`config.mk`:
```
export PLATFORM = sky130hd
export DESIGN_NAME = ccm_ctrl
export DESIGN_NICKNAME = d
export VERILOG_FILES = /design/src/sv/ccm_pkg.sv /design/src/sv/ccm_ctrl.sv
export SDC_FILE = /design/constraint.sdc
export NUM_CORES = 1
export LEC_CHECK = 0
export ABC_CLOCK_PERIOD_IN_PS = 3200
export BUFFER_PORTS_ARGS = -buffer_cell sky130_fd_sc_hd__buf_2
export CORE_MARGIN = 5
export CORE_UTILIZATION = 53
export DETAILED_ROUTE_END_ITERATION = 16
export GPL_TIMING_DRIVEN = 0
export PLACE_DENSITY = 0.84
export SYNTH_ARGS = -nofsm -noshare
export SYNTH_HDL_FRONTEND = slang
export SYNTH_SLANG_ARGS = --single-unit
```
`constraint.sdc`:
```
create_clock -name clk -period 3.2 [get_ports clk]
set_input_delay 0.48 -clock clk [delete_from_list [all_inputs] [get_ports clk]]
set_output_delay 0.48 -clock clk [all_outputs]
set_load 0.02 [all_outputs]
```
`src/sv/ccm_pkg.sv`:
```
`default_nettype none

package ccm_pkg;

	typedef enum logic [1:0] {
		MODE_START = 2'd0,
		MODE_AAD   = 2'd1,
		MODE_PL    = 2'd2,
		MODE_TAG   = 2'd3
	} mode_t;

	typedef enum logic [1:0] {
		KIND_PAYLOAD = 2'd0,
		KIND_TAG     = 2'd1,
		KIND_STATUS  = 2'd2
	} kind_t;

	typedef enum logic [2:0] {
		CFG_KEY0      = 3'd0,
		CFG_KEY1      = 3'd1,
		CFG_KEY2      = 3'd2,
		CFG_KEY3      = 3'd3,
		CFG_KEY_SIZE  = 3'd4,
		CFG_TAG_SIZE  = 3'd5,
		CFG_DIRECTION = 3'd6,
		CFG_VERIFY    = 3'd7
	} cfg_idx_t;

	typedef enum logic [1:0] {
		PH_IDLE    = 2'd0,
		PH_AAD     = 2'd1,
		PH_PAYLOAD = 2'd2,
		PH_TAG     = 2'd3
	} phase_t;

	typedef enum logic [3:0] {
		ST_IDLE,
		ST_KEYX,
		ST_B0,
		ST_A0,
		ST_AAD_CHK,
		ST_AAD_BLK,
		ST_AAD_END,
		ST_AAD_TAIL,
		ST_ENTER,
		ST_CTR,
		ST_PGO,
		ST_PMAC,
		ST_OUT_CHUNK,
		ST_OUT_TAG,
		ST_OUT_STAT
	} state_t;

	typedef enum logic [2:0] {
		SRC_B0,
		SRC_A0,
		SRC_AAD,
		SRC_TAIL,
		SRC_CTR,
		SRC_PMAC
	} aes_src_t;

	typedef enum logic [1:0] {
		DST_NONE,
		DST_MAC,
		DST_MASK,
		DST_CTR
	} aes_dst_t;

	typedef enum logic [1:0] {
		OSEL_NONE,
		OSEL_CHUNK,
		OSEL_TAG,
		OSEL_STAT
	} out_sel_t;

	typedef struct packed {
		logic     start_msg;
		logic     latch_aad;
		logic     latch_pl;
		logic     kx_step;
		logic     aes_go;
		aes_src_t aes_src;
		aes_dst_t aes_dst;
		logic     clr_buf;
		out_sel_t out_sel;
	} cmd_t;

	typedef struct packed {
		logic kx_done;
		logic aes_done;
		logic aad_in_zero;
		logic pl_in_zero;
		logic aad_full;
		logic aad_left_zero;
		logic fill_zero;
		logic pl_left_zero;
		logic decrypt;
	} sts_t;

	localparam logic [31:0] AAD_SHORT_LIMIT = 32'h0000_ff00;
	localparam logic [15:0] AAD_LONG_MARK   = 16'hfffe;
	localparam logic [7:0]  CTR_FLAGS       = 8'h02;
	localparam logic [7:0]  B0_ADATA_FLAG   = 8'h40;
	localparam logic [3:0]  NR_AES128       = 4'd10;
	localparam logic [3:0]  NR_AES256       = 4'd14;

	localparam logic [7:0] SBOX [256] = '{
		8'h63,8'h7c,8'h77,8'h7b,8'hf2,8'h6b,8'h6f,8'hc5,8'h30,8'h01,8'h67,8'h2b,8'hfe,8'hd7,8'hab,8'h76,
		8'hca,8'h82,8'hc9,8'h7d,8'hfa,8'h59,8'h47,8'hf0,8'had,8'hd4,8'ha2,8'haf,8'h9c,8'ha4,8'h72,8'hc0,
		8'hb7,8'hfd,8'h93,8'h26,8'h36,8'h3f,8'hf7,8'hcc,8'h34,8'ha5,8'he5,8'hf1,8'h71,8'hd8,8'h31,8'h15,
		8'h04,8'hc7,8'h23,8'hc3,8'h18,8'h96,8'h05,8'h9a,8'h07,8'h12,8'h80,8'he2,8'heb,8'h27,8'hb2,8'h75,
		8'h09,8'h83,8'h2c,8'h1a,8'h1b,8'h6e,8'h5a,8'ha0,8'h52,8'h3b,8'hd6,8'hb3,8'h29,8'he3,8'h2f,8'h84,
		8'h53,8'hd1,8'h00,8'hed,8'h20,8'hfc,8'hb1,8'h5b,8'h6a,8'hcb,8'hbe,8'h39,8'h4a,8'h4c,8'h58,8'hcf,
		8'hd0,8'hef,8'haa,8'hfb,8'h43,8'h4d,8'h33,8'h85,8'h45,8'hf9,8'h02,8'h7f,8'h50,8'h3c,8'h9f,8'ha8,
		8'h51,8'ha3,8'h40,8'h8f,8'h92,8'h9d,8'h38,8'hf5,8'hbc,8'hb6,8'hda,8'h21,8'h10,8'hff,8'hf3,8'hd2,
		8'hcd,8'h0c,8'h13,8'hec,8'h5f,8'h97,8'h44,8'h17,8'hc4,8'ha7,8'h7e,8'h3d,8'h64,8'h5d,8'h19,8'h73,
		8'h60,8'h81,8'h4f,8'hdc,8'h22,8'h2a,8'h90,8'h88,8'h46,8'hee,8'hb8,8'h14,8'hde,8'h5e,8'h0b,8'hdb,
		8'he0,8'h32,8'h3a,8'h0a,8'h49,8'h06,8'h24,8'h5c,8'hc2,8'hd3,8'hac,8'h62,8'h91,8'h95,8'he4,8'h79,
		8'he7,8'hc8,8'h37,8'h6d,8'h8d,8'hd5,8'h4e,8'ha9,8'h6c,8'h56,8'hf4,8'hea,8'h65,8'h7a,8'hae,8'h08,
		8'hba,8'h78,8'h25,8'h2e,8'h1c,8'ha6,8'hb4,8'hc6,8'he8,8'hdd,8'h74,8'h1f,8'h4b,8'hbd,8'h8b,8'h8a,
		8'h70,8'h3e,8'hb5,8'h66,8'h48,8'h03,8'hf6,8'h0e,8'h61,8'h35,8'h57,8'hb9,8'h86,8'hc1,8'h1d,8'h9e,
		8'he1,8'hf8,8'h98,8'h11,8'h69,8'hd9,8'h8e,8'h94,8'h9b,8'h1e,8'h87,8'he9,8'hce,8'h55,8'h28,8'hdf,
		8'h8c,8'ha1,8'h89,8'h0d,8'hbf,8'he6,8'h42,8'h68,8'h41,8'h99,8'h2d,8'h0f,8'hb0,8'h54,8'hbb,8'h16
	};

	function automatic logic [7:0] rcon(input logic [3:0] idx);
		logic [7:0] r;
		unique case (idx)
			4'd1:    r = 8'h01;
			4'd2:    r = 8'h02;
			4'd3:    r = 8'h04;
			4'd4:    r = 8'h08;
			4'd5:    r = 8'h10;
			4'd6:    r = 8'h20;
			4'd7:    r = 8'h40;
			4'd8:    r = 8'h80;
			4'd9:    r = 8'h1b;
			4'd10:   r = 8'h36;
			default: r = 8'h00;
		endcase
		return r;
	endfunction

	function automatic logic [7:0] xt(input logic [7:0] a);
		return {a[6:0], 1'b0} ^ (a[7] ? 8'h1b : 8'h00);
	endfunction

	// Mask that keeps the first n bytes of a big-endian 16-byte block.
	function automatic logic [127:0] byte_mask(input logic [4:0] n);
		logic [127:0] m;
		m = '0;
		for (int i = 0; i < 16; i++) begin
			if (5'(i) < n) begin
				m[127 - 8 * i -: 8] = 8'hff;
			end
		end
		return m;
	endfunction

	// One AES round without the round key: SubBytes, ShiftRows and, except in
	// the final round, MixColumns.
	function automatic logic [127:0] aes_round(input logic [127:0] s, input logic fin);
		logic [7:0] b [16];
		logic [7:0] t [16];
		logic [7:0] a0, a1, a2, a3, al;
		logic [127:0] r;
		for (int i = 0; i < 16; i++) begin
			b[i] = s[127 - 8 * i -: 8];
		end
		for (int c = 0; c < 4; c++) begin
			for (int i = 0; i < 4; i++) begin
				t[c * 4 + i] = SBOX[b[((c + i) & 3) * 4 + i]];
			end
		end
		if (!fin) begin
			for (int c = 0; c < 4; c++) begin
				a0 = t[c * 4];
				a1 = t[c * 4 + 1];
				a2 = t[c * 4 + 2];
				a3 = t[c * 4 + 3];
				al = a0 ^ a1 ^ a2 ^ a3;
				t[c * 4]     = a0 ^ al ^ xt(a0 ^ a1);
				t[c * 4 + 1] = a1 ^ al ^ xt(a1 ^ a2);
				t[c * 4 + 2] = a2 ^ al ^ xt(a2 ^ a3);
				t[c * 4 + 3] = a3 ^ al ^ xt(a3 ^ a0);
			end
		end
		for (int i = 0; i < 16; i++) begin
			r[127 - 8 * i -: 8] = t[i];
		end
		return r;
	endfunction

endpackage

`default_nettype wire

```
`src/sv/ccm_ctrl.sv`:
```
`default_nettype none

// Message sequencer: walks each request through key schedule, AES passes and
// result hand-off, and tracks the message phase.
module ccm_ctrl
	import ccm_pkg::*;
(
	input  wire logic       clk,
	input  wire logic       arst_n,
	input  wire logic       in_valid,
	output logic            in_ready,
	input  wire logic [1:0] mode,
	output logic            out_valid,
	input  wire logic       out_ready,
	output cmd_t            cmd,
	input  wire sts_t       sts
);

	state_t state_q, state_nxt;
	phase_t phase_q, phase_nxt;

	always_ff @(posedge clk or negedge arst_n) begin
		if (!arst_n) begin
			state_q <= ST_IDLE;
			phase_q <= PH_IDLE;
		end else begin
			state_q <= state_nxt;
			phase_q <= phase_nxt;
		end
	end

	always_comb begin
		state_nxt   = state_q;
		phase_nxt   = phase_q;
		cmd         = '0;
		cmd.aes_src = SRC_B0;
		cmd.aes_dst = DST_NONE;
		cmd.out_sel = OSEL_NONE;
		in_ready    = 1'b0;
		out_valid   = 1'b0;
		unique case (state_q)
			ST_IDLE: begin
				in_ready = 1'b1;
				if (in_valid) begin
					unique case (mode_t'(mode))
						MODE_START: begin
							cmd.start_msg = 1'b1;
							state_nxt     = ST_KEYX;
						end
						MODE_AAD: begin
							if (phase_q == PH_AAD && !sts.aad_in_zero) begin
								cmd.latch_aad = 1'b1;
								state_nxt     = ST_AAD_CHK;
							end
						end
						MODE_PL: begin
							if (phase_q == PH_PAYLOAD && !sts.pl_in_zero) begin
								cmd.latch_pl = 1'b1;
								cmd.aes_go   = 1'b1;
								cmd.aes_src  = SRC_CTR;
								state_nxt    = ST_CTR;
							end
						end
						MODE_TAG: begin
							if (phase_q == PH_TAG) begin
								cmd.out_sel = OSEL_STAT;
								phase_nxt   = PH_IDLE;
								state_nxt   = ST_OUT_STAT;
							end
						end
						default: ;
					endcase
				end
			end
			ST_KEYX: begin
				cmd.kx_step = 1'b1;
				if (sts.kx_done) begin
					cmd.aes_go  = 1'b1;
					cmd.aes_src = SRC_B0;
					state_nxt   = ST_B0;
				end
			end
			ST_B0: begin
				if (sts.aes_done) begin
					cmd.aes_dst = DST_MAC;
					cmd.aes_go  = 1'b1;
					cmd.aes_src = SRC_A0;
					state_nxt   = ST_A0;
				end
			end
			ST_A0: begin
				if (sts.aes_done) begin
					cmd.aes_dst = DST_MASK;
					if (sts.aad_left_zero) begin
						state_nxt = ST_ENTER;
					end else begin
						phase_nxt = PH_AAD;
						state_nxt = ST_IDLE;
					end
				end
			end
			ST_AAD_CHK: begin
				if (sts.aad_full) begin
					cmd.aes_go  = 1'b1;
					cmd.aes_src = SRC_AAD;
					state_nxt   = ST_AAD_BLK;
				end else begin
					state_nxt = ST_AAD_END;
				end
			end
			ST_AAD_BLK: begin
				if (sts.aes_done) begin
					cmd.aes_dst = DST_MAC;
					state_nxt   = ST_AAD_END;
				end
			end
			ST_AAD_END: begin
				priority if (sts.aad_left_zero && !sts.fill_zero) begin
					cmd.aes_go  = 1'b1;
					cmd.aes_src = SRC_TAIL;
					state_nxt   = ST_AAD_TAIL;
				end else if (sts.aad_left_zero) begin
					state_nxt = ST_ENTER;
				end else begin
					state_nxt = ST_IDLE;
				end
			end
			ST_AAD_TAIL: begin
				if (sts.aes_done) begin
					cmd.aes_dst = DST_MAC;
					cmd.clr_buf = 1'b1;
					state_nxt   = ST_ENTER;
				end
			end
			ST_ENTER: begin
				priority if (!sts.pl_left_zero) begin
					phase_nxt = PH_PAYLOAD;
					state_nxt = ST_IDLE;
				end else if (!sts.decrypt) begin
					cmd.out_sel = OSEL_TAG;
					phase_nxt   = PH_IDLE;
					state_nxt   = ST_OUT_TAG;
				end else begin
					phase_nxt = PH_TAG;
					state_nxt = ST_IDLE;
				end
			end
			ST_CTR: begin
				if (sts.aes_done) begin
					cmd.aes_dst = DST_CTR;
					state_nxt   = ST_PGO;
				end
			end
			ST_PGO: begin
				cmd.aes_go  = 1'b1;
				cmd.aes_src = SRC_PMAC;
				state_nxt   = ST_PMAC;
			end
			ST_PMAC: begin
				if (sts.aes_done) begin
					cmd.aes_dst = DST_MAC;
					cmd.out_sel = OSEL_CHUNK;
					state_nxt   = ST_OUT_CHUNK;
				end
			end
			ST_OUT_CHUNK: begin
				out_valid = 1'b1;
				if (out_ready) begin
					priority if (!sts.pl_left_zero) begin
						state_nxt = ST_IDLE;
					end else if (!sts.decrypt) begin
						cmd.out_sel = OSEL_TAG;
						phase_nxt   = PH_IDLE;
						state_nxt   = ST_OUT_TAG;
					end else begin
						phase_nxt = PH_TAG;
						state_nxt = ST_IDLE;
					end
				end
			end
			ST_OUT_TAG, ST_OUT_STAT: begin
				out_valid = 1'b1;
				if (out_ready) begin
					state_nxt = ST_IDLE;
				end
			end
			default: state_nxt = ST_IDLE;
		endcase
	end

endmodule

`default_nettype wire

```
# ---- Yosys cells after proc, flatten, opt, wreduce, memory -nomap -nowiden
# Cells that the tools add are included.
dict set report op_classes {
  n_mux 61
  n_eq_ne 37
  reduce_logical 14
}
# operator count
set ops {}
lappend ops {{$mux 4} 23}
lappend ops {{$pmux 4 s14} 1}
lappend ops {{$mux 2} 19}
lappend ops {{$eq 4x4->1 const B} 7}
lappend ops {{$ne 2x2->1 const B} 13}
lappend ops {{$pmux 4 s6} 1}
lappend ops {{$eq 4x3->1 const B} 4}
lappend ops {{$pmux 2 s4} 2}
lappend ops {{$pmux 4 s4} 1}
lappend ops {{$reduce_and 13->1} 1}
lappend ops {{$mux 1} 10}
lappend ops {{$pmux 2 s5} 1}
lappend ops {{$ne 3x3->1 const B} 3}
lappend ops {{$eq 2x2->1 const B} 4}
lappend ops {{$eq 4x2->1 const B} 2}
lappend ops {{$reduce_and 8->1} 1}
lappend ops {{$mux 3} 2}
lappend ops {{$mux 6} 1}
lappend ops {{$eq 2x1->1 const B} 2}
lappend ops {{$eq 4x1->1 const B} 1}
lappend ops {{$logic_not 4->1} 1}
lappend ops {{$reduce_bool 4->1} 1}
lappend ops {{$reduce_or 2->1} 2}
lappend ops {{$logic_and 1x1->1} 3}
lappend ops {{other kinds (4)} 6}
dict set report word_totals {
  wordCells 114
  input_bits 15
  reg_bits 6
  output_inout_bits 15
}

# ---- Longest topological paths before layout
# Gate-level depths: netlist (run 1).
dict set report logic_depth {
  word_depth 6
  mapped_depth 7
  mapped_depth_nobuf 5
}

# ---- Worst setup path after synthesis (run 1)
# Ideal clock, no wire load.
dict set report synth_timing {
  kind {reg2out}
  from {register state_q[1]}
  to {output cmd[8] (netlist bit)}
  path_stages_with_launch 7
  required_ns 2.720
  setup_slack_ns 0.925
  path_buffers 1
  arrival_time_ns 1.795
  path_cell_list {dfrtp_1 > buf_4 > nor4_4 > nand2_1 > nand4bb_1 > inv_1 > or3_1}
}
# item line
set synth_lines {}
lappend synth_lines {{from (decl)} ccm_ctrl.sv:19} ;# state_t state_q, state_nxt;
lappend synth_lines {{from (signal assigned)} ccm_ctrl.sv:27} ;# state_q <= state_nxt;
lappend synth_lines {{to (decl)} ccm_ctrl.sv:15} ;# output cmd_t cmd,

==> impl_results.md, run 1 <==
* Async SR Flop Fraction at 100%
* GRT Total Usage at 19.8%
* Critical path cell sequence: buf_4 -> or2_2 -> or3_1 -> o21ai_0 -> buf_2
* Cells after Synth at 113
* Layout cells sized above 1 at 32.6%
* Yosys top cell by area: dfrtp_1
* Post-cts sizing count at 0
* Critical Setup Path Class: flip-flop to output pin
* Commonest non-fill, non-tap cells in the layout: 31 x buf_2, 14 x nor2_1, 10 x nand2_1, 10 x a21oi_1
* Hold_buf cts at 0
* Post-route ant nets at 0
* HP Class: input pin to asynchronous set/reset pin
* Post-Synth Simple-Gate Area at 37.7%
* Skew final at 0.00617 ns
* Largest net degree at the start of global routing at 11
* Worst IR Drop VDD at 0.614 mV
* Post-synth EDFFs at 0
* Max-cap viol count at 0
* Die area at 2500 sq um
* Final Util at 68.5%
* Primary FF master, synth: dfrtp_1
* Vias at 989
* Slowest cell on crit path: or3_1
* Yosys reg bits at 6
* Die X at 50.0 um
* Pwr dens at 951 nW/um^2
* WL final at 2500 um
* Synth top area cells: dfrtp_1 18%, nor2_1 6.2%, a21oi_1 5.9%, mux2_4 5.3%, nand2_1 4.4%
* Number of vias per cell at 6.18
* Critical Path Max Stage Delay at 0.42 ns
* Initial DRC count at 51
* Slack of the worst reg-to-reg path at 1.22 ns
* Height of the chip at 50.0 um
* Worst-Skew Late Latency at 0.25 ns
* Worst-path maximum fanout at 8
* Multi-input gate area at 628 sq um
* # diodes at 0
* Leakage at 0.504 nW
* Area growth from synthesis to layout at 21.5%
* Final setup fails at 0
* Synth top area share at 17.7%
* Syn Std Cell Area at 850 sq um
* Ports at 30
* DR DRC count at 0
* CTS tree: yes
* Row cnt at 14
* CTS clk-pin slew, worst paths at 0.04 ns
* RePlAce Congestion at 0.907
* Commonest non-fill, non-tap cell in the layout: buf_2
* CTS sink count at 6
* Vias in the first global route at 873
* Mapped Nets at 128
* Overflow after GRT at 0
* Num CTS Buffers at 3
* Yosys Warn Count at 0
* Post-CTS Setup Inserts at 0
* RSZ-0062 raised after global routing: false
* Routed len/inst at 15.6 um
* H-tree depth at 1
* Compound-Gate Fraction of Synth Area at 26.2%
* Register area share after synthesis at 17.7%
* Clock Path Buffers at 2
* Crit share post-route at 75.0%
* Synth Area in XOR/XNOR at 1.03%
* Slew Limit Fails at 0
* Outcome: finished, final reports clean
* Yosys cell types at 46
* Hold_ws at 0.0494 ns
* Final Net Count at 161
* Min Clock Period, post-route at 2.40 ns
* Mux share of post-synthesis cell area at 8.98%
* Mapped Avg Cell Area at 7.52 sq um
* Fin. Hold Viols at 0
* First-pass GRT wire length at 3920 um
* Post-DP HPWL at 1970 um
* Reg area at 150 sq um
* Max_slew headroom at 70.6%
* Worst Tran Pin Value at 0.442 ns
* DRT Pass-1 Iters at 4
* Achievable clock frequency at 416 MHz
* TNS Setup at 0 ns
* Post-synthesis adder-cell area fraction at 0%
* Initial Util at 56.4%
* CP arrival at 1.92 ns
* Fillers at 136
* Total core area at 1510 sq um
* # port buffers at 28
* Largest family of logic cells by synthesized area: simple AND/OR/NAND/NOR gates
* CTS root buffer: clkbuf_4
* Critical Path End Type: output pin
* CP startpoint kind: flip-flop
* Critical path data required time at 2.72 ns
* Initial antenna violation count at 0
-- sequential cells by signal (all words and copies together) (netlist names) --
register / count
phase_q: 2
state_q: 4
-- critical path: cells and delay by family (launching register included) --
kind / cells / cell delay (ns)
flip-flops: 1 / 0.35
buffers and inverters: 2 / 0.36
AO/OA/AOI/OAI: 1 / 0.22
AND/OR/NAND/NOR: 2 / 0.75
-- cell families after synthesis --
| logic type | after synthesis |
|---|---|
| compound gates | 30 |
| xor+xnor | 1 |
| buf+inv | 14 |
| flops | 6 |
| mux | 6 |
| simple gates | 56 |
-- worst paths after layout --
| check | start | end | cells past startpoint |
|---|---|---|---|
| hold / removal | arst_n | state_q[3]$_DFFE_PN0P_ | 1 |
| hold reg to reg | phase_q[1]$_DFFE_PN0P_ | phase_q[1]$_DFFE_PN0P_ | 2 |
| setup reg to reg | state_q[2]$_DFFE_PN0P_ | state_q[0]$_DFFE_PN0P_ | 6 |
| min in group clk | sts[0] | phase_q[1]$_DFFE_PN0P_ | 3 |
| setup / recovery | state_q[1]$_DFFE_PN0P_ | cmd[1] | 5 |
| max in group asynchronous | arst_n | state_q[1]$_DFFE_PN0P_ | 1 |
-- power by group --
group	internal [mW]	switching, mW
logic	0.334	0.432
clock network	0.0423	0.0263
registers	0.113	0.0327
total	0.490	0.491
-- metal layers --
metal  GRT usage [%]  up-vias  wire length (um)  share of wire [%]
met5               0        -                 0                  0
met4            3.93        0                10               0.40
met3            6.63        3               249                 10
met2            33.3       59              1240                 50
met1            24.2      450              1000                 40
li1                -      477                 -                  -
-- synthesized netlist by cell type (2+ instances only) --
master and number:
nor2_1 14, a21oi_1 10, nand2_1 10, dfrtp_1 6, nor3_1 6, clkbuf_1 4
inv_1 4, buf_2 3, mux2_4 3, nand3_1 3, nor2b_1 3, nor3b_1 3
o21ai_0 3, a22oi_1 2, buf_4 2, mux2i_1 2, nand2b_1 2, nand3b_1 2
o211ai_1 2, o2bb2ai_1 2, or3_1 2
-- area by class of cell --
type | count | area share [%]
sequential | 6 | 14.5
inverter | 4 | 1.45
timing repair buffer | 28 | 13.6
multi-input combinational | 93 | 60.8
buffer | 10 | 5.45
clock buffer | 3 | 2.18
tap | 16 | 1.94
-- through the flow --
stage	instance area, sq um	worst slack [ns]	std cells	total power [mW]
floorplan	850	0.925	113	0.739
global placement	1010	1.09	157	0.886
detailed placement	1010	1.08	157	0.903
CTS	1030	0.812	160	0.978
global route	1030	0.630	160	1.06
finish	1030	0.799	160	0.981
(Power assumes the default switching activity.)
==> inputs of run 2 (changes only) <==
==> config.mk (replaced) <==
export PLATFORM = sky130hd
export DESIGN_NAME = ccm_ctrl
export DESIGN_NICKNAME = d
export VERILOG_FILES = /design/src/sv/ccm_pkg.sv /design/src/sv/ccm_ctrl.sv
export SDC_FILE = /design/constraint.sdc
export NUM_CORES = 1
export LEC_CHECK = 0
export ABC_AREA = 1
export ABC_CLOCK_PERIOD_IN_PS = 2000
export BUFFER_PORTS_ARGS = -buffer_cell sky130_fd_sc_hd__buf_2
export CORE_MARGIN = 5
export CORE_UTILIZATION = 44
export DETAILED_ROUTE_END_ITERATION = 16
export GPL_TIMING_DRIVEN = 0
export PLACE_DENSITY = 0.75
export SYNTH_ARGS = -nofsm -noshare
export SYNTH_HDL_FRONTEND = slang
export SYNTH_SLANG_ARGS = --single-unit
==> constraint.sdc (replaced) <==
create_clock -name clk -period 2 [get_ports clk]
set_input_delay 0.3 -clock clk [delete_from_list [all_inputs] [get_ports clk]]
set_output_delay 0.3 -clock clk [all_outputs]
set_load 0.02 [all_outputs]
==> run 2 against run 1 <==
  * Sequential power up 75%
  * First-iteration DRC count down 43%
  * Register-to-register slack worse by 0.71 ns
  * Clock power up 60%
  * Die area up 14%
  * Wire length up 0.84%
  * Largest cell class unchanged
==> impl_results.md, run 2 <==
* Outcome: finished, final reports clean
* Sw frac at 55.7% (+5.6 points)
* Vias in the first global route at 977 (+12%)
* Clock network power share at 7.4% (+0.4 points)
* Yosys Warn Count at 0 (unchanged)
* CP arrival at 1.58 ns (-0.34 ns)
* Achievable clock frequency at 532 MHz
* HP Class: input pin to asynchronous set/reset pin
* Register area share after synthesis at 18.1% (+0.43 points)
* Reg2reg end: phase_q[0]$_DFFE_PN0P_
* Cells after Synth at 162 (+43%)
* PnR worst setup slack at 0.119 ns (-0.680 ns)
* Initial Util at 47.0% (-9.4 points)
* Initial antenna violation count at 0 (unchanged)
* Post-DP HPWL at 2110 um (+7.2%)
* Largest net degree at the start of global routing at 9 (-2)
* Critical Path End Type: output pin
* Fin. Hold Viols at 0 (unchanged)
* Yosys top cell by area: nand2_1
* Total Power at 1.48 mW (+51%)
* Mapped Nets at 177 (+38%)
* Min Clock Period, post-route at 1.88 ns
* Yosys cell types at 20 (-57%)
* Worst IR Drop VDD at 0.769 mV (+25%)
* Worst-path maximum fanout at 8 (unchanged)
* Reg2reg start: state_q[0]$_DFFE_PN0P_
* Initial DRC count at 29 (-43%)
* Layout cells sized above 1 at 26.5% (-6.1 points)
* Slack of the worst reg-to-reg path at 0.51 ns (-0.71 ns)
* Top reg by flops: state_q
* TNS Setup at 0 ns (unchanged)
* Final Cell Area at 1110 sq um (+7.6%)
* First-pass GRT wire length at 4150 um (+6.0%)
* Logic pwr share at 75.3% (-2.8 points)
* Final Net Count at 217 (+35%)
* Critical path's top delay family: simple AND/OR/NAND/NOR gates
* Number of cells on the critical path at 7 (+2)
* DP Area at 1010 sq um (-0.37%)
* P_sw at 0.825 mW (+68%)
* Yosys reg bits at 6 (unchanged)
* Skew final at 0.00584 ns (-0.000333 ns)
* Area growth from synthesis to layout at 33.9%
* Primary FF master, synth: dfrtp_1
* Height of the chip at 53.4 um (+6.8%)
* Synth top area cells: nand2_1 28%, dfrtp_1 18%, nor2_1 10%, inv_1 10%, nand3_1 9.7%
* Top Registers: state_q x4, phase_q x2
* Max reg flops at 4 (unchanged)
* Num CTS Buffers at 3 (unchanged)
* Post-route ant nets at 0 (unchanged)
* Number of vias per cell at 4.93 (-20%)
* Async SR Flop Fraction at 100% (unchanged)
* Cells on worst reg2reg path at 8 (+2)
* Pwr dens at 1330 nW/um^2 (+40%)
* Fillers at 190 (+40%)
* Routed len/inst at 11.2 um (-28%)
* CP startpoint kind: flip-flop
* Critical path cell sequence: buf_6 -> nor2_4 -> nand2_4 -> nor2_1 -> nand3_1 -> o21ai_0 -> buf_2
* Most frequent cells after synthesis: 61 x nand2_1, 23 x nor2_1, 22 x inv_1
* Leakage at 0.688 nW (+36%)
* Overflow after GRT at 0 (unchanged)
* # port buffers at 29 (+3.6%)
* Top-count cell post-synth: nand2_1
* Crit share post-route at 94.0%
* Worst Tran Pin Value at 0.249 ns (-0.193 ns)
* Commonest non-fill, non-tap cells in the layout: 61 x nand2_1, 28 x buf_2, 22 x nor2_1, 21 x inv_1, 15 x nand3_1
* Mapped Avg Cell Area at 5.12 sq um (-32%)
* DR DRC count at 0 (unchanged)
* Total core area at 1760 sq um (+17%)
* Max_slew headroom at 83.4% (+13 points)
* Max-cap viol count at 0 (unchanged)
* # diodes at 0 (unchanged)
* DRT Pass-1 Iters at 4 (unchanged)
* Synth top area share at 27.6% (+9.9 points)
* Commonest non-fill, non-tap cell in the layout: nand2_1
* CTS tree: yes
* RePlAce Congestion at 0.902 (-0.62%)
* Slowest cell on crit path: dfrtp_1
* Final setup fails at 0 (unchanged)
* Die X at 53.4 um (+6.8%)
* Pre-CTS setup slack at 0.184 ns (-0.894 ns)
* RSZ-0062 raised after global routing: false
* Slew Limit Fails at 0 (unchanged)
* Internal power at 0.658 mW (+34%)
* Clock Path Buffers at 2 (unchanged)
* Syn Std Cell Area at 830 sq um (-2.4%)
* CTS sink count at 6 (unchanged)
* Worst-Skew Late Latency at 0.25 ns (about the same)
* Vias at 1110 (+12%)
* Post-synth EDFFs at 0 (unchanged)
* H-tree depth at 1 (unchanged)
* CTS clk-pin slew, worst paths at 0.05 ns (about the same)
* Critical Path Max Stage Delay at 0.36 ns (-0.06 ns)
* Critical path data required time at 1.70 ns (-1.02 ns)
* GRT Total Usage at 20.2% (+0.35 points)
* WL final at 2520 um (+0.84%)
* Die area at 2850 sq um (+14%)
* CTS root buffer: clkbuf_4
* Buf+Inv Stages, Crit Path at 2 (unchanged)
* Sequential Power Share at 17.3% (+2.4 points)
* Ports at 30 (unchanged)
* Row cnt at 15 (+1)
* Critical Setup Path Class: flip-flop to output pin
run 2: cell types whose count changed in the layout (fill, tap and decap cells not counted), sizes merged, moves of 3 or more:
cell,delta
nand2,+52
inv,+21
nand3,+14
nor2,+14
o21ai,+8
a21oi,-5
clkbuf,-4
mux2,-4
nor3,-4
nor2b,-3
nor3b,-3
run 2: worst max-delay path by stage:
stage | startpoint | to
2_1_floorplan | state_q[2]$_DFFE_PN0P_ | cmd[11]
3_3_place_gp | state_q[2]$_DFFE_PN0P_ | cmd[8]
3_5_place_dp | state_q[2]$_DFFE_PN0P_ | cmd[8]
4_1_cts | state_q[0]$_DFFE_PN0P_ | cmd[8]
5_1_grt | state_q[0]$_DFFE_PN0P_ | cmd[8]
6_report | state_q[0]$_DFFE_PN0P_ | cmd[0]
run 2: cells by family (layout without fill, tap and decap cells):
| logic type | Yosys count | after routing | synth area share [%] |
|---|---|---|---|
| compound gates | 18 | 18 | 11.5 |
| flops | 6 | 6 | 18.1 |
| buf+inv | 26 | 64 | 12.2 |
| simple gates | 112 | 112 | 58.2 |
run 2: per-stage QoR:
step | instances | utilization, % | hold slack, ns
after floorplan | 162 | - | 0.00441
after global placement | 216 | 57.0 | 0.125
after detailed placement | 216 | 57.0 | 0.128
after CTS | 220 | 59.1 | 0.394
after global routing | 225 | 63.0 | 0.416
final | 225 | 63.0 | 0.420
run 2: timing repair:
item	4_1_cts	5_1_grt
buffers inserted	0	5
hold buffers	1	0
endpoints found under the hold margin	6	0
gates resized for setup	1	13
pin swaps	0	4
setup endpoints to repair	3	9
run 2: routing by layer:
layer / vias to the layer above / GRT usage [%] / routed length [um]
met5: - / 0 / 0
met4: 0 / 7.66 / 31
met3: 3 / 2.54 / 135
met2: 29 / 34.7 / 1240
met1: 485 / 25.1 / 1110
li1: 593 / - / -
run 2: cell type report:
type,instances,area (sq um),share of cell area (%)
multi-input cells,130,596,53.6
repair buffers,35,199,17.9
flip-flops and latches,6,153,13.7
inverters,25,98.8,8.90
well taps,25,31.3,2.82
clock buffers,3,22.5,2.03
plain buffers,1,11.3,1.01
run 2: power by group through the flow:
stage / sequential, mW / clock [mW] / combinational [mW]
after floorplan: 0.231 / 0 / 0.721
after global placement: 0.243 / 0 / 0.947
after detailed placement: 0.246 / 0 / 0.956
after CTS: 0.249 / 0.116 / 0.965
after global routing: 0.265 / 0.135 / 1.24
final: 0.256 / 0.110 / 1.12
==> inputs of run 3 (changes only) <==
--- a/config.mk
+++ b/config.mk
@@ -8,10 +8,10 @@
 export ABC_AREA = 1
 export ABC_CLOCK_PERIOD_IN_PS = 2000
 export BUFFER_PORTS_ARGS = -buffer_cell sky130_fd_sc_hd__buf_2
-export CORE_MARGIN = 5
 export CORE_UTILIZATION = 44
 export DETAILED_ROUTE_END_ITERATION = 16
 export GPL_TIMING_DRIVEN = 0
+export MAX_ROUTING_LAYER = met4
 export PLACE_DENSITY = 0.75
 export SYNTH_ARGS = -nofsm -noshare
 export SYNTH_HDL_FRONTEND = slang
==> run 3 against run 2 <==
  * Combinational power fell by 8%
  * Largest cell class unchanged
  * Via count increased by 0.27%
  * Count of clock-buffer cells in the layout stayed put
  * Cell count is 0.89% lower
  * Maximum frequency decreased by 0.27%
  * Final area fell by 3.0%
  * Worst hold slack got worse by 0.0020 ns
  * Sequential cell count stayed put
==> impl_results.md, run 3 (synthesized netlist as in run 2, its figures left out) <==
* Largest net degree at the start of global routing at 9 (unchanged)
* CP startpoint kind: flip-flop
* Area growth from synthesis to layout at 29.9%
* Critical path data required time at 1.70 ns (about the same)
* Crit share post-route at 94.3% (+0.25 points)
* Critical Path Max Stage Delay at 0.35 ns (about the same)
* Sequential Power Share at 18.3% (+1.0 points)
* WL final at 2390 um (-5.1%)
* Logic pwr share at 74.1% (-1.2 points)
* Top reg by flops: state_q
* Row cnt at 15 (unchanged)
* Sw frac at 56.8% (+1.1 points)
* Slowest cell on crit path: dfrtp_1
* Overflow after GRT at 0 (unchanged)
* PnR worst setup slack at 0.114 ns (-0.00507 ns)
* Critical path's top delay family: buffers and inverters
* Worst IR Drop VDD at 0.797 mV (+3.7%)
* Worst Tran Pin Value at 0.313 ns (+0.0646 ns)
* Critical path cell sequence: buf_4 -> nor2_4 -> buf_4 -> nand3_1 -> o21ai_0 -> buf_2
* Post-route ant nets at 0 (unchanged)
* Buf+Inv Stages, Crit Path at 3 (+1)
* Initial DRC count at 37 (+28%)
* GRT Total Usage at 26.9% (+6.7 points)
* Routed len/inst at 10.7 um (-4.2%)
* HP Class: input pin to asynchronous set/reset pin
* Skew final at 0.00173 ns (-0.00410 ns)
* Worst-Skew Late Latency at 0.24 ns (about the same)
* P_sw at 0.792 mW (-4.0%)
* Total Power at 1.40 mW (-5.9%)
* Layout cells sized above 1 at 24.2% (-2.3 points)
* Achievable clock frequency at 530 MHz (-0.27%)
* Commonest non-fill, non-tap cell in the layout: nand2_1
* Critical Path End Type: output pin
* Top Registers: state_q x4, phase_q x2
* Max reg flops at 4 (unchanged)
* Initial antenna violation count at 0 (unchanged)
* Min Clock Period, post-route at 1.89 ns (+0.00507 ns)
* Number of vias per cell at 4.99 (+1.2%)
* Cells after DPL at 216 (unchanged)
* Vias at 1113 (+0.27%)
* Cell mode on critical path: buf_4
* Slew Limit Fails at 0 (unchanged)
* Clock Path Buffers at 2 (unchanged)
* Internal power at 0.603 mW (-8.3%)
* Pwr dens at 1300 nW/um^2 (-2.9%)
* Post-DP HPWL at 2020 um (-4.3%)
* Clock network power share at 7.6% (+0.2 points)
* Max_slew headroom at 78.9% (-4.5 points)
* CTS tree: yes
* CTS clk-pin slew, worst paths at 0.04 ns (about the same)
* Vias in the first global route at 973 (-0.41%)
* Leakage at 0.680 nW (-1.1%)
* Worst-path maximum fanout at 8 (unchanged)
* Height of the chip at 45.4 um (-15%)
* First-pass GRT wire length at 3880 um (-6.6%)
* DR DRC count at 0 (unchanged)
* # diodes at 0 (unchanged)
* Total core area at 1750 sq um (-1.1%)
* CTS root buffer: clkbuf_4
* CP arrival at 1.59 ns (about the same)
* Die X at 45.4 um (-15%)
* Ports at 30 (unchanged)
* DRT Pass-1 Iters at 4 (unchanged)
* Critical Setup Path Class: flip-flop to output pin
* RSZ-0062 raised after global routing: true
* Final Non-Filler Cells at 223 (-0.89%)
* Final setup fails at 0 (unchanged)
* CTS sink count at 6 (unchanged)
* Commonest non-fill, non-tap cells in the layout: 61 x nand2_1, 29 x buf_2, 22 x inv_1, 22 x nor2_1, 16 x nand3_1
* RePlAce Congestion at 0.920 (+2.0%)
* # port buffers at 29 (unchanged)
* H-tree depth at 1 (unchanged)
* Final Net Count at 215 (-0.92%)
* Max-cap viol count at 0 (unchanged)
* Outcome: finished, final reports clean
* Die area at 2060 sq um (-28%)
* Initial Util at 47.5% (+0.51 points)
* Num CTS Buffers at 3 (unchanged)
* Pre-CTS setup slack at 0.198 ns (+0.0140 ns)
* Fillers at 187 (-1.6%)
* Fin. Hold Viols at 0 (unchanged)
[run 3: metal layers]
| layer | routed length (um) | GRT usage [%] | part of all wire [%] |
|---|---|---|---|
| met1 | 1040 | 32.2 | 44 |
| met2 | 1190 | 43.1 | 50 |
| met3 | 142 | 3.97 | 5.9 |
| met4 | 12 | 14.5 | 0.50 |
| met5 | 0 | - | 0 |
[run 3: final timing paths]
| check | from | to | slack, ns | cells after the start |
|---|---|---|---|---|
| max | state_q[0]$_DFFE_PN0P_ | cmd[1] | 0.11 | 6 |
| min | arst_n | phase_q[0]$_DFFE_PN0P_ | 0.42 | 2 |
| max reg2reg | state_q[1]$_DFFE_PN0P_ | state_q[3]$_DFFE_PN0P_ | 0.49 | 8 |
| min reg2reg | phase_q[1]$_DFFE_PN0P_ | phase_q[1]$_DFFE_PN0P_ | 0.53 | 2 |
| max in group asynchronous | arst_n | state_q[2]$_DFFE_PN0P_ | 1.43 | 2 |
| min in group clk | sts[2] | state_q[3]$_DFFE_PN0P_ | 0.45 | 5 |
[run 3: power by group through the flow]
stage | logic, mW | registers [mW] | clock network, mW
floorplan | 0.721 | 0.231 | 0
CTS | 0.961 | 0.249 | 0.114
finish | 1.03 | 0.256 | 0.106
global placement | 0.943 | 0.243 | 0
global route | 1.17 | 0.263 | 0.116
detailed placement | 0.953 | 0.246 | 0
[run 3: what timing repair did]
item                                   4_1_cts  5_1_grt
cloned                                       0        0
endpoints found under the hold margin        6        0
buffers inserted                             0        3
setup endpoints to repair                    3        5
resized for setup                            1        4
pin swaps                                    0        2
hold buffers                                 1        0
[run 3: worst register-to-register path, delay by kind of cell (launching register included)]
kind,cells,cell delay (ns)
DFF,1,0.46
buffers and inverters,1,0.18
and+or+nand+nor,6,0.47
AOI/OAI and AO/OA,1,0.29
[run 3: final cells by class]
type | instances | area [sq um] | area share, %
Multi-Input combinational cell | 130 | 591 | 54.8
Timing Repair Buffer | 33 | 178 | 16.5
Sequential cell | 6 | 151 | 14.1
Inverter | 25 | 96.3 | 8.94
Tap cell | 25 | 31.3 | 2.90
Clock buffer | 3 | 22.5 | 2.09
Buffer | 1 | 7.51 | 0.697
[run 3: through the flow]
step	area [sq um]	setup TNS, ns	util [%]	hold slack (ns)
floorplan	830	0	-	0.00441
global placement	1010	0	57.6	0.124
detailed placement	1010	0	57.6	0.126
CTS	1040	0	59.8	0.395
global route	1080	-0.00204	61.7	0.424
finish	1080	0	61.7	0.418
